**config.mk**
```make
export PLATFORM = sky130hd
export DESIGN_NAME = hsbp_out_buffer
export DESIGN_NICKNAME = d
export VERILOG_FILES = /design/src/hsbp_pkg.sv /design/src/hsbp_out_buffer.sv
export VERILOG_INCLUDE_DIRS = /design/src /design/src/src
export SDC_FILE = /design/constraint.sdc
export NUM_CORES = 1
export LEC_CHECK = 0
export BUFFER_PORTS_ARGS = -buffer_cell sky130_fd_sc_hd__buf_2
export CAP_MARGIN = 20
export CORE_ASPECT_RATIO = 1.2
export CORE_MARGIN = 2
export CORE_UTILIZATION = 40
export DETAILED_ROUTE_END_ITERATION = 10
export HOLD_SLACK_MARGIN = 0.02
export PLACE_DENSITY = 0.77
export RECOVER_POWER = 100
export SLEW_MARGIN = 40
export SYNTH_ARGS = -nofsm -noshare
export SYNTH_HDL_FRONTEND = slang
export SYNTH_SLANG_ARGS = --single-unit
```
**constraint.sdc**
```tcl
create_clock -name clock -period 1.9 [get_ports clock]
set_clock_uncertainty 0.1 [all_clocks]
set_input_delay 0.38 -clock clock [delete_from_list [all_inputs] [get_ports clock]]
set_output_delay 0.38 -clock clock [all_outputs]
set_load 0.01 [all_outputs]
```
**src/assert_macros.svh**
```systemverilog
// Assertion macros for the packer RTL.
`ifndef ASSERT_MACROS_SVH
`define ASSERT_MACROS_SVH

// Concurrent check on clock, masked while reset is high.
`define HSBP_ASSERT(label, prop, msg) \
   label: assert property (@(posedge clock) disable iff (reset) prop) else $error(msg);

// Next-cycle implication built on the check above.
`define HSBP_ASSERT_NEXT(label, ante, cons, msg) \
   `HSBP_ASSERT(label, (ante) |=> (cons), msg)

`endif

```
**src/hsbp_pkg.sv**
```systemverilog
// Shared types and constants for the Huffman symbol bit packer.
package hsbp_pkg;

   localparam int MAX_CODE_LEN = 32;
   localparam int SYMBOL_COUNT = 256;
   localparam int SYM_W        = $clog2(SYMBOL_COUNT);
   localparam int LEN_LIMIT    = (MAX_CODE_LEN < 32) ? MAX_CODE_LEN : 32;
   localparam int MAX_RESULTS  = 4;

   typedef enum logic [1:0] {
      OP_LOAD   = 2'd0,
      OP_ENCODE = 2'd1,
      OP_FLUSH  = 2'd2
   } op_type;

   localparam logic KIND_DATA = 1'b0;
   localparam logic KIND_END  = 1'b1;

   // Results produced by one input word, handed to the output buffer.
   typedef struct packed {
      logic [2:0]                    count;
      logic                          is_end;
      logic [MAX_RESULTS-1:0][7:0]   data_bytes;
      logic [31:0]                   total;
   } result_type;

endpackage

```
**src/hsbp_out_buffer.sv**
```systemverilog
// Output buffer: holds the results of one word and drains them one per cycle while rsp_ready is high.
module hsbp_out_buffer
   import hsbp_pkg::*;
(
   input  logic        clock,
   input  logic        reset,
   input  logic        push,
   input  result_type  result,
   output logic        buf_free,
   output logic        rsp_valid,
   input  logic        rsp_ready,
   output logic        rsp_kind,
   output logic [7:0]  rsp_data_byte,
   output logic [31:0] rsp_bit_total,
   output logic        rsp_last
);

`include "assert_macros.svh"

   logic [2:0]                  buf_n_ff, buf_n_in;
   logic [1:0]                  idx_ff, idx_in;
   logic                        end_ff;
   logic [MAX_RESULTS-1:0][7:0] bytes_ff;
   logic [31:0]                 total_ff;
   logic                        is_last;
   logic                        fire;

   assign rsp_valid = (buf_n_ff != 3'd0);
   assign is_last   = ({1'b0, idx_ff} == (buf_n_ff - 3'd1));
   assign fire      = rsp_valid && rsp_ready;
   assign buf_free  = !rsp_valid || (rsp_ready && is_last);

   assign rsp_last      = is_last;
   assign rsp_kind      = (end_ff && is_last) ? KIND_END : KIND_DATA;
   assign rsp_data_byte = (rsp_kind == KIND_END) ? 8'd0 : bytes_ff[idx_ff];
   assign rsp_bit_total = (rsp_kind == KIND_END) ? total_ff : 32'd0;

   always_comb begin
      buf_n_in = buf_n_ff;
      idx_in   = idx_ff;
      if (push) begin
         buf_n_in = result.count;
         idx_in   = 2'd0;
      end else if (fire) begin
         if (is_last) begin
            buf_n_in = 3'd0;
            idx_in   = 2'd0;
         end else begin
            idx_in = idx_ff + 2'd1;
         end
      end
   end

   always_ff @(posedge clock) begin
      if (reset) begin
         buf_n_ff <= 3'd0;
         idx_ff   <= 2'd0;
      end else begin
         buf_n_ff <= buf_n_in;
         idx_ff   <= idx_in;
      end
   end

   always_ff @(posedge clock) begin
      if (push) begin
         bytes_ff <= result.data_bytes;
         end_ff   <= result.is_end;
         total_ff <= result.total;
      end
   end

   `HSBP_ASSERT(a_count_range, buf_n_ff <= 3'd4, "result count above four")
   `HSBP_ASSERT(a_idx_in_range, (buf_n_ff != 3'd0) |-> ({1'b0, idx_ff} < buf_n_ff), "index past count")
   `HSBP_ASSERT_NEXT(a_mid_word_advance, rsp_valid && rsp_ready && !rsp_last, (buf_n_ff == $past(buf_n_ff)) && (idx_ff == $past(idx_ff) + 2'd1), "buffer reloaded mid word")

endmodule

```
==> results by group <==
Timing
  • Crit share post-route: 123.8%
  • Fin crit period: 2352 ps
  • Setup violators final: 44
  • Setup TNS: -17990 ps
  • Fmax: 425.1 MHz
  • Fin. Hold Viols: 0
  • Fin. max-slew vios: 0
  • Tightest Pin Transition: about 890 ps
  • Worst setup margin: -452.4 ps
  • Relative slew slack: 40.59%
  • RSZ-0062 raised after global routing: yes

Setup path
  • Worst r2r path cells: 8
  • R2R Path End: buf_n_ff[0]$_SDFFE_PP0P_
  • Worst EP required: roughly 1400 ps
  • Worst EP arrival: 1870 ps
  • Reg-to-Reg Start: buf_n_ff[0]$_SDFFE_PP0P_
  • Crit. End Element: output pin
  • CP Max Fanout: 9
  • Crit path launch type: flip-flop
  • Flop-to-flop setup slack: -50 ps
  • Crit path kind: reg -> out

Synthesis
  • Syn nets: 231
  • Synth Flop Type: edfxtp_1
  • Mapped Area: 2729 sq um
  • Distinct cell type count after synthesis: 25
  • Synth area leader: edfxtp_1
  • Cells after Synth: 157
  • Yosys warns: 0
  • Syn Area/Cell: between 15 and 20 sq um
  • Synth Register Bits: 70
  • Ys async rst share: 0%
  • List of most frequent post-synthesis cells: 65 x edfxtp_1, 33 x and3_1, 8 x mux4_2, 8 x nor2b_1
  • Leading cell type by number of instances after synthesis: edfxtp_1
  • Top post-synthesis cells by area: edfxtp_1 72%, and3_1 7.6%, mux4_2 6.6%, dfxtp_1 3.7%, nor2b_1 1.8%
  • Seq/Total Area, Yosys: 75.19%
  • Synth top area share: 71.53%
  • Post-synth EDFFs: 65

Floorplanning
  • Die ar.: 7502 sq um
  • Core area: between 6000 and 7000 sq um
  • Die Ht: between 90 and 100 um
  • Initial Util: 40.55%
  • Die Wd: 79.40 um
  • Cell Rows: 33
  • I/O pin cnt: 116

Place
  • Detailed placement HPWL: 3972 um
  • Gpl congestion: 0.7869
  • Port bufs: 115
  • Pre-CTS setup slack: -97.77 ps
  • # placed instances: roughly 360

Finish
  • Sequential cell area: 2054 sq um
  • Fillers: 554
  • Nets: 358
  • Area growth syn-to-layout: 44.61%
  • ANT cells: 0
  • Share of layout cells above drive strength 1: about three fifths
  • Footprint of the multi-input gates: 743.2 sq um
  • Final cell count without fillers: 376

Pwr
  • PwrDens: ~890 nW/um^2
  • Worst IR Drop VDD: about 530 uV
  • Lkg Pwr: 1.717 nW

Drt
  • WL final: 6021 um
  • DRC violations left: 0
  • Antenna violation net count after detailed routing: 0
  • Initial DRT Pass Iterations: 4
  • Via/cell ratio: 4.816
  • Vias: 1811
  • Drt initial violations: 89
  • WL per Instance: 16.01 um

GRT
  • Met3 Usage GRT: 3.728%
  • Initial antenna violation count: 0
  • Grt met2 use: 24.79%
  • Gr busiest metal: met2
  • Largest net degree at the start of global routing: 56
  • All-Layer GR Usage: between 15 and 20%
  • Congestion Overflow GR: 0
  • Global-route wire length before repair: 8480 um
  • Vias in the first global route: around 1800
  • Met1 usage: a little under a fifth

Outcome
  • Outcome: complete, but fails checks
  • Failing checks: setup timing

Job
  • Max-Cap Viols: 0

CTS
  • H-tree Lvls: 3
  • Cts hold-fix bufs: 0
  • Clock Latency Late Sink: 320 ps
  • Sink Count: 70
  • Total CTS buffers: 9
  • CTS tree: built
  • Clock slew at reported path FFs: ~70 ps
  • CTS root buffer: clkbuf_8
  • Clock tree buffer depth: 2

Worst hold path
  • Worst hold path endpoint: total_ff[4]$_DFFE_PP_
  • Min-Delay Path Class: in -> reg
  • WHS Path Cells: 1
  • Hold Path Origin: result[4]
==> worst max path at each step <==
stage                                         from                 to  slack [ps]  depth (start not counted)
final                     buf_n_ff[1]$_SDFFE_PP0P_   rsp_data_byte[6]        -450                          9
after detailed placement  buf_n_ff[1]$_SDFFE_PP0P_   rsp_data_byte[6]        -100                          8
after global placement    buf_n_ff[1]$_SDFFE_PP0P_  rsp_bit_total[22]         -50                          7
after floorplan           buf_n_ff[0]$_SDFFE_PP0P_   rsp_data_byte[0]           7                          7
after CTS                 buf_n_ff[0]$_SDFFE_PP0P_  rsp_bit_total[19]        -450                          7
after global routing      buf_n_ff[1]$_SDFFE_PP0P_   rsp_data_byte[6]        -540                          9
==> area by class of cell <==
class / count / area share (%)
Sequential cell: 70 / 52.06
Multi-Input combinational cell: 74 / 18.83
Timing Repair Buffer: 126 / 20.10
Inverter: 3 / 0.4122
Clock inverter: 4 / 2.410
Clock buffer: 12 / 3.424
Tap cell: 87 / 2.758
==> kinds of logic after synthesis <==
logic type	Yosys count	share of synthesized area, %
DFF	70	75.19
and+or+nand+nor	55	12.61
buffers and inverters	13	2.017
muxes	9	6.969
AOI/OAI and AO/OA	5	1.329
xor gates and xnor gates	3	0.9630
adders and majority gates	2	0.9169
==> critical path, stage by stage, from the launching register on <==
cell and delay (ps):
dfxtp_2 340, inv_4 50, ha_4 250, xnor2_4 130, nor3_4 160, buf_12 150, and2_4 150, buf_12 130
nor2b_2 40, buf_2 140
==> per-layer routing <==
| metal | share of wire [%] | vias up |
|---|---|---|
| met2 | 54 | 52 |
| met1 | 40 | 886 |
| li1 | - | 862 |
| met3 | 4.2 | 11 |
| met4 | 2.1 | 0 |
| met5 | 0 | - |
==> flip-flops by register name, indices dropped and copies added, names as in the netlist <==
name / flops
total_ff: 32
bytes_ff: 32
end_ff: 1
idx_ff: 2
buf_n_ff: 3
==> placed cells by master, fill, tap and decap left out, types with 4 or more instances in the layout <==
cell        n
edfxtp_1   65
and3_1     25
mux4_2      8
and3_4      8
buf_2     104
buf_6       9
nand2_1     4
nor2b_2     8
clkbuf_8    9
buf_12      4
clkbuf_1    6
==> power by group <==
part | total, mW | switching [mW] | leakage, nW | internal, mW
Combinational | 0.302 | 0.142 | 0.925 | 0.160
Sequential | 1.85 | 0.0306 | 0.678 | 1.81
Clock | 1.37 | 0.500 | 0.115 | 0.872
==> through the flow <==
step / utilization (%) / power [mW] / instance area, sq um / hold slack (ps)
2_1_floorplan: - / 1.993 / 2805 / 374.0
3_3_place_gp: 52.46 / 2.146 / 3531 / 406.4
3_5_place_dp: 52.46 / 2.163 / 3531 / 411.9
4_1_cts: 56.01 / 3.550 / 3770 / 99.99
5_1_grt: 58.64 / 3.676 / 3946 / 91.30
6_report: 58.64 / 3.519 / 3946 / 122.5
==> timing repair <==
item | CTS | global route
gates resized for setup | 3 | 22
pin swaps | 0 | 6
endpoints found under the setup margin | 43 | 44
gates cloned | 0 | 2
buffers inserted | 0 | 1
(Power assumes the default switching activity.)
