$ cat config.mk
export PLATFORM = sky130hd
export DESIGN_NAME = hsbp_packer
export DESIGN_NICKNAME = d
export VERILOG_FILES = /design/src/assert_macros.svh /design/src/hsbp_pkg.sv /design/src/hsbp_packer.sv
export SDC_FILE = /design/constraint.sdc
export NUM_CORES = 1
export LEC_CHECK = 0
export BUFFER_PORTS_ARGS = -buffer_cell sky130_fd_sc_hd__buf_2
export CAP_MARGIN = 30
export CELL_PAD_IN_SITES_DETAIL_PLACEMENT = 0
export CELL_PAD_IN_SITES_GLOBAL_PLACEMENT = 2
export CORE_ASPECT_RATIO = 0.5
export CORE_MARGIN = 2
export CORE_UTILIZATION = 36
export CTS_CLUSTER_DIAMETER = 200
export DETAILED_ROUTE_END_ITERATION = 8
export GPL_TIMING_DRIVEN = 0
export PLACE_DENSITY_LB_ADDON = 0.1
export SETUP_SLACK_MARGIN = 0.3
export SYNTH_ARGS = -nofsm -noshare
export SYNTH_HDL_FRONTEND = slang
export SYNTH_SLANG_ARGS = --single-unit
$ cat constraint.sdc
create_clock -name clock -period 7.2 [get_ports clock]
set_input_delay 1.08 -clock clock [delete_from_list [all_inputs] [get_ports clock]]
set_output_delay 1.08 -clock clock [all_outputs]
set_load 0.05 [all_outputs]
$ cat src/assert_macros.svh
// Assertion macros for the packer RTL.
`ifndef ASSERT_MACROS_SVH
`define ASSERT_MACROS_SVH

// Concurrent check on clock, masked while reset is high.
`define HSBP_ASSERT(label, prop, msg) \
   label: assert property (@(posedge clock) disable iff (reset) prop) else $error(msg);

// Next-cycle implication built on the check above.
`define HSBP_ASSERT_NEXT(label, ante, cons, msg) \
   `HSBP_ASSERT(label, (ante) |=> (cons), msg)

`endif

$ cat src/hsbp_pkg.sv
// Shared types and constants for the Huffman symbol bit packer.
package hsbp_pkg;

   localparam int MAX_CODE_LEN = 32;
   localparam int SYMBOL_COUNT = 256;
   localparam int SYM_W        = $clog2(SYMBOL_COUNT);
   localparam int LEN_LIMIT    = (MAX_CODE_LEN < 32) ? MAX_CODE_LEN : 32;
   localparam int MAX_RESULTS  = 4;

   typedef enum logic [1:0] {
      OP_LOAD   = 2'd0,
      OP_ENCODE = 2'd1,
      OP_FLUSH  = 2'd2
   } op_type;

   localparam logic KIND_DATA = 1'b0;
   localparam logic KIND_END  = 1'b1;

   // Results produced by one input word, handed to the output buffer.
   typedef struct packed {
      logic [2:0]                    count;
      logic                          is_end;
      logic [MAX_RESULTS-1:0][7:0]   data_bytes;
      logic [31:0]                   total;
   } result_type;

endpackage

$ cat src/hsbp_packer.sv
// Lookup stage and bit accumulator: turns one word into its packed results.
module hsbp_packer
   import hsbp_pkg::*;
(
   input  logic        clock,
   input  logic        reset,
   input  logic        take,
   input  logic [1:0]  take_op,
   input  logic        take_in_range,
   input  logic [31:0] code_word,
   input  logic [5:0]  code_len,
   input  logic        buf_free,
   output logic        ready,
   output logic        push,
   output result_type  result
);

   logic        s1_valid_ff, s1_valid_in;
   logic [1:0]  s1_op_ff;
   logic        s1_range_ff;
   logic [6:0]  pend_ff, pend_in;
   logic [2:0]  cnt_ff, cnt_in;
   logic [31:0] coded_ff, coded_in;

   logic        is_encode;
   logic        is_flush;
   logic        go;
   logic [5:0]  len_eff;
   logic [32:0] word_mask;
   logic [38:0] merged;
   logic [5:0]  total_bits;
   logic [39:0] aligned;
   logic [7:0]  rem_mask;
   logic [6:0]  rem_bits;
   logic [32:0] coded_sum;
   logic [31:0] coded_sat;
   logic [7:0]  flush_byte;

   assign is_encode = s1_valid_ff && s1_range_ff && (s1_op_ff == OP_ENCODE);
   assign is_flush  = s1_valid_ff && (s1_op_ff == OP_FLUSH);

   assign len_eff    = is_encode ? code_len : 6'd0;
   assign word_mask  = (33'd1 << len_eff) - 33'd1;
   assign merged     = ({32'd0, pend_ff} << len_eff) | {7'd0, code_word & word_mask[31:0]};
   assign total_bits = {3'd0, cnt_ff} + len_eff;
   assign aligned    = {1'b0, merged} << (6'd40 - total_bits);
   assign rem_mask   = (8'd1 << total_bits[2:0]) - 8'd1;
   assign rem_bits   = merged[6:0] & rem_mask[6:0];
   assign coded_sum  = {1'b0, coded_ff} + {27'd0, len_eff};
   assign coded_sat  = coded_sum[32] ? 32'hFFFF_FFFF : coded_sum[31:0];
   assign flush_byte = {1'b0, pend_ff} << (4'd8 - {1'b0, cnt_ff});

   always_comb begin
      result = '0;
      if (is_encode) begin
         result.count  = total_bits[5:3];
         result.is_end = 1'b0;
         for (int k = 0; k < MAX_RESULTS; k++) begin
            result.data_bytes[k] = aligned[39 - 8*k -: 8];
         end
      end else if (is_flush) begin
         result.is_end = 1'b1;
         result.total  = coded_ff;
         if (cnt_ff != 3'd0) begin
            result.count         = 3'd2;
            result.data_bytes[0] = flush_byte;
         end else begin
            result.count = 3'd1;
         end
      end
   end

   assign go    = s1_valid_ff && (buf_free || (result.count == 3'd0));
   assign push  = go && (result.count != 3'd0);
   assign ready = !s1_valid_ff || go;

   always_comb begin
      s1_valid_in = take ? 1'b1 : (go ? 1'b0 : s1_valid_ff);
      pend_in     = pend_ff;
      cnt_in      = cnt_ff;
      coded_in    = coded_ff;
      if (go && is_encode) begin
         pend_in  = rem_bits;
         cnt_in   = total_bits[2:0];
         coded_in = coded_sat;
      end else if (go && is_flush) begin
         pend_in  = 7'd0;
         cnt_in   = 3'd0;
         coded_in = 32'd0;
      end
   end

   always_ff @(posedge clock) begin
      if (reset) begin
         s1_valid_ff <= 1'b0;
         pend_ff     <= 7'd0;
         cnt_ff      <= 3'd0;
         coded_ff    <= 32'd0;
      end else begin
         s1_valid_ff <= s1_valid_in;
         pend_ff     <= pend_in;
         cnt_ff      <= cnt_in;
         coded_ff    <= coded_in;
      end
   end

   always_ff @(posedge clock) begin
      if (take) begin
         s1_op_ff    <= take_op;
         s1_range_ff <= take_in_range;
      end
   end

endmodule

==> flow_metrics.tcl <==
set metrics [dict create \
    cellLeakagePower_nw 3.752 \
    critPathLaunchType "flop" \
    p_sw_mw 0.2878 \
    hold_class "reg -> reg" \
    seq_area_frac_synth 0.1097 \
    hpwl_um 36420 \
    period_minus_slack_ns 6.772 \
    cts.reportedPaths.clkPinSlew_ns 0.06 \
    antenna_found_initial 1 \
    synth-xor-area-share 0.01703 \
    synth_compound_area_frac 0.3647 \
    cpPeakStageDelay_ns 0.45 \
    drive_above_1_share 0.1965 \
    synth_fa_ha_area_frac 0.02310 \
    vias 11171 \
    ys_warn_count 0 \
    synth_cell_types 107 \
    tns_ns 0 \
    netlist_instances 1252 \
    area_growth_pct 13.82 \
    crit_family "buffers and inverters" \
    period_share 0.9405 \
    routed_wl_um 46460 \
    grt_pass1_vias 10406 \
    avgSynthCellArea_um2 6.923 \
    gp_congestion 1.010 \
    clock_power_share 0.318 \
    synth_top_family_by_area "compound AO/OA/AOI/OAI gates" \
    power.density_nw_per_um2 77.31 \
    route.detailed.drc 0 \
    dp.cells 1680 \
    setup_violations 0 \
    outcome "complete, no violations" \
    die_h_um 113.7 \
    yosys.area_share.simple 0.3009 \
    fmax_mhz 147.7 \
    arrival_ns 5.69 \
    max_slew_margin 0.1523 \
    htreeDepth 2 \
    p_seq_frac 0.343 \
    ys.flop_type "dfxtp_1" \
    fin_nets 1434 \
    grt_max_degree 15 \
    wl_per_cell_um 27.49 \
    ios 115 \
    placed_cell_area_um2 9627 \
    required_ns 6.12 \
    yosys_register_bits 46 \
    maxSlewViolCount 0 \
    async_flop_share 0 \
    drv_cap 0 \
    syn_nets 1313 \
    fill_cells 2584 \
    die_area_um2 25410 \
    path_buf_inv 7 \
    sw_frac_of_total 0.3773 \
    clock_sinks 46 \
    final_cells 1690 \
    synthMuxAreaShare 0.1039 \
    utilization 0.4141 \
    clkLatencyLatePin_ns 0.29 \
    rsz0062_at_grt "yes" \
    worst_path_most_repeated_cell "nand2_1" \
    via_per_inst 6.610 \
    grt_overflow 0 \
    worstPathCellList "and4b_4 -> buf_6 -> buf_6 -> buf_2 -> buf_4 -> nand2_1 -> xnor2_1 -> ha_1 -> a21oi_1 -> nor3_2 -> o21ai_2 -> nand2_1 -> ha_1 -> clkbuf_2 -> clkinv_2 -> nor2_1 -> nand2_1 -> o221ai_1 -> a2111oi_2 -> o41ai_2 -> o21ai_1 -> buf_2" \
    p_comb_frac 0.339 \
    cts_hold_buf 0 \
    cts-root-to-sink-buffers 2 \
    cp_max_fo 10 \
    p_int_mw 0.4749 \
    start_util 0.3638 \
    postRouteAntennaNets 0 \
    grt_pass1_wl_um 68050 \
    drt_pass1_iterations 5 \
    rows 40 \
    criticalPathCategory "reg -> out" \
    syn_area_um2 8667 \
    peakVddDrop_v 0.00007219 \
    end_kind "primary output" \
    drt_first_iter_violations 1381 \
    hold_viol 0 \
    synth_edf_count 3 \
    cts_root_buf "clkbuf_16" \
    core-area_um2 23820 \
    skew_ns 0.009009 \
    cts_tree "done" \
    cp_slowest_cell "nor2_1" \
    io_buffers 112 \
    cts_inserted_buffers 5 \
    stdcell_area_um2 9864 \
    fp.dieW_um 223.4 \
    tightest_slew_ns 1.272 \
    grtUsageTotal 0.3540 \
]
-- synth_stat cells, drive strengths merged (16+ instances only) --
library cell  count  area share
inv              30       0.013
buf              55       0.041
o21ai           104       0.060
nand3            44       0.025
a211oi           29       0.027
clkbuf           59       0.026
ha               16       0.023
dfxtp            43       0.099
a21oi           106       0.062
mux2             26       0.035
a31oi            22       0.018
nand2           102       0.044
mux2i            33       0.038
nor2            129       0.057
o211ai           20       0.017
nor3             52       0.032
and2             47       0.034
-- stage by stage --
| step | hold WS [ns] | power (mW) | setup slack [ns] |
|---|---|---|---|
| after floorplan | 0.4447 | 0.4220 | 0.7202 |
| after global routing | 0.4913 | 0.7891 | 0.1845 |
| after CTS | 0.4779 | 0.7574 | 0.3826 |
| final | 0.4800 | 0.7627 | 0.4281 |
| after detailed placement | 0.4641 | 0.5143 | -0.3599 |
| after global placement | 0.4569 | 0.5152 | -0.3689 |
-- cells by family after synthesis --
kind of cell / Yosys count
XOR/XNOR: 16
multiplexers: 71
AO/OA/AOI/OAI: 461
AND/OR/NAND/NOR: 496
flip-flops: 46
adder cells (fa/ha/maj): 16
buffers and inverters: 146
-- what timing repair did --
item / 4_1_cts / 5_1_grt
buffers inserted: 0 / 1
endpoints found under the hold margin: 0 / 0
setup endpoints to repair: 31 / 23
gates cloned: 0 / 0
pin swaps: 0 / 1
resized for setup: 14 / 15
-- power by group through the flow --
| stage | Combinational (mW) | Clock [mW] | Sequential, mW |
|---|---|---|---|
| 5_1_grt | 0.270 | 0.258 | 0.261 |
| 2_1_floorplan | 0.155 | 0 | 0.267 |
| 3_5_place_dp | 0.247 | 0 | 0.267 |
| 4_1_cts | 0.249 | 0.247 | 0.261 |
| 6_report | 0.259 | 0.242 | 0.261 |
| 3_3_place_gp | 0.248 | 0 | 0.267 |
-- state kept, by name, indices dropped and copies added, names as in the netlist --
| register | count |
|---|---|
| cnt_ff | 3 |
| coded_ff | 32 |
| pend_ff | 7 |
| s1_op_ff | 2 |
| s1_range_ff | 1 |
| s1_valid_ff | 1 |
-- path summary, 6_finish.rpt --
check / from / endpoint / slack (ns) / cells after the start
setup / recovery: s1_op_ff[1] / result[36] / 0.43 / 22
hold / removal: coded_ff[3] / coded_ff[3] / 0.48 / 2
setup reg to reg: s1_op_ff[1] / coded_ff[20] / 1.77 / 18
hold reg to reg: coded_ff[3] / coded_ff[3] / 0.48 / 2
-- metal layers --
layer,global-route usage,wire length (um),vias up
met5,0,0,-
met4,0.1147,1612,0
met3,0.07058,4160,104
met2,0.5676,20140,641
met1,0.4796,20540,5410
li1,-,-,5016
-- cells in the final DEF, fill, tap and decap left out, types with 7 or more instances in the layout --
cell      netlist  routed
o32ai_1         7       7
mux2_2         23      23
nand2b_1       10      10
nor3b_1         9       9
nor2_1        126     126
nor4_1         12      12
mux2i_1        33      33
mux4_2         12      12
a31oi_1        20      20
xnor2_1        14      14
nand2_1       101     101
and3_1         14      14
a21o_1         13      13
o31ai_1         9       9
ha_1           16      16
buf_6          12      12
inv_1          27      27
a22oi_1        13      13
a21oi_1       105     104
nor2b_1        13      13
o21a_1         12      12
or3_1           9       9
clkbuf_1       57      47
nor3_1         48      47
o22ai_1        12      12
a32oi_1        11      11
a211oi_1       25      24
o21ai_0        97      97
clkbuf_2        2      12
buf_2          32     145
nand4_1        11      11
and4_1          9       9
o211ai_1       20      20
nand3_1        44      44
buf_4           5       7
dfxtp_1        43      43
and2_1         47      47
a211o_1         7       7
-- cell type report --
class | instances | area (um2) | share of cell area
clock inverter | 2 | 11.26 | 0.001142
antenna | 1 | 2.502 | 0.0002537
sequential | 46 | 950.9 | 0.09640
clock buffer | 6 | 138.9 | 0.01408
tap | 315 | 394.1 | 0.03995
multi-input combinational | 1060 | 7077 | 0.7174
inverter | 32 | 121.4 | 0.01230
timing repair buffer | 114 | 573.1 | 0.05809
buffer | 114 | 595.6 | 0.06038
-- worst register-to-register path, stage by stage, from the launching register on --
cell      delay [ns]
edfxtp_1        0.44
and4b_4         0.39
buf_6           0.17
buf_6           0.18
buf_2           0.26
buf_4           0.29
nand2_1         0.15
xnor2_1         0.16
ha_1            0.25
a21oi_1         0.21
o22ai_1         0.10
and2_1          0.21
mux2i_1         0.62
a41o_1          0.59
and2_1          0.21
buf_2           0.24
clkbuf_1        0.55
o21ai_0         0.20
a21oi_1         0.16
No activity file was read; power rests on OpenSTA's default activity.
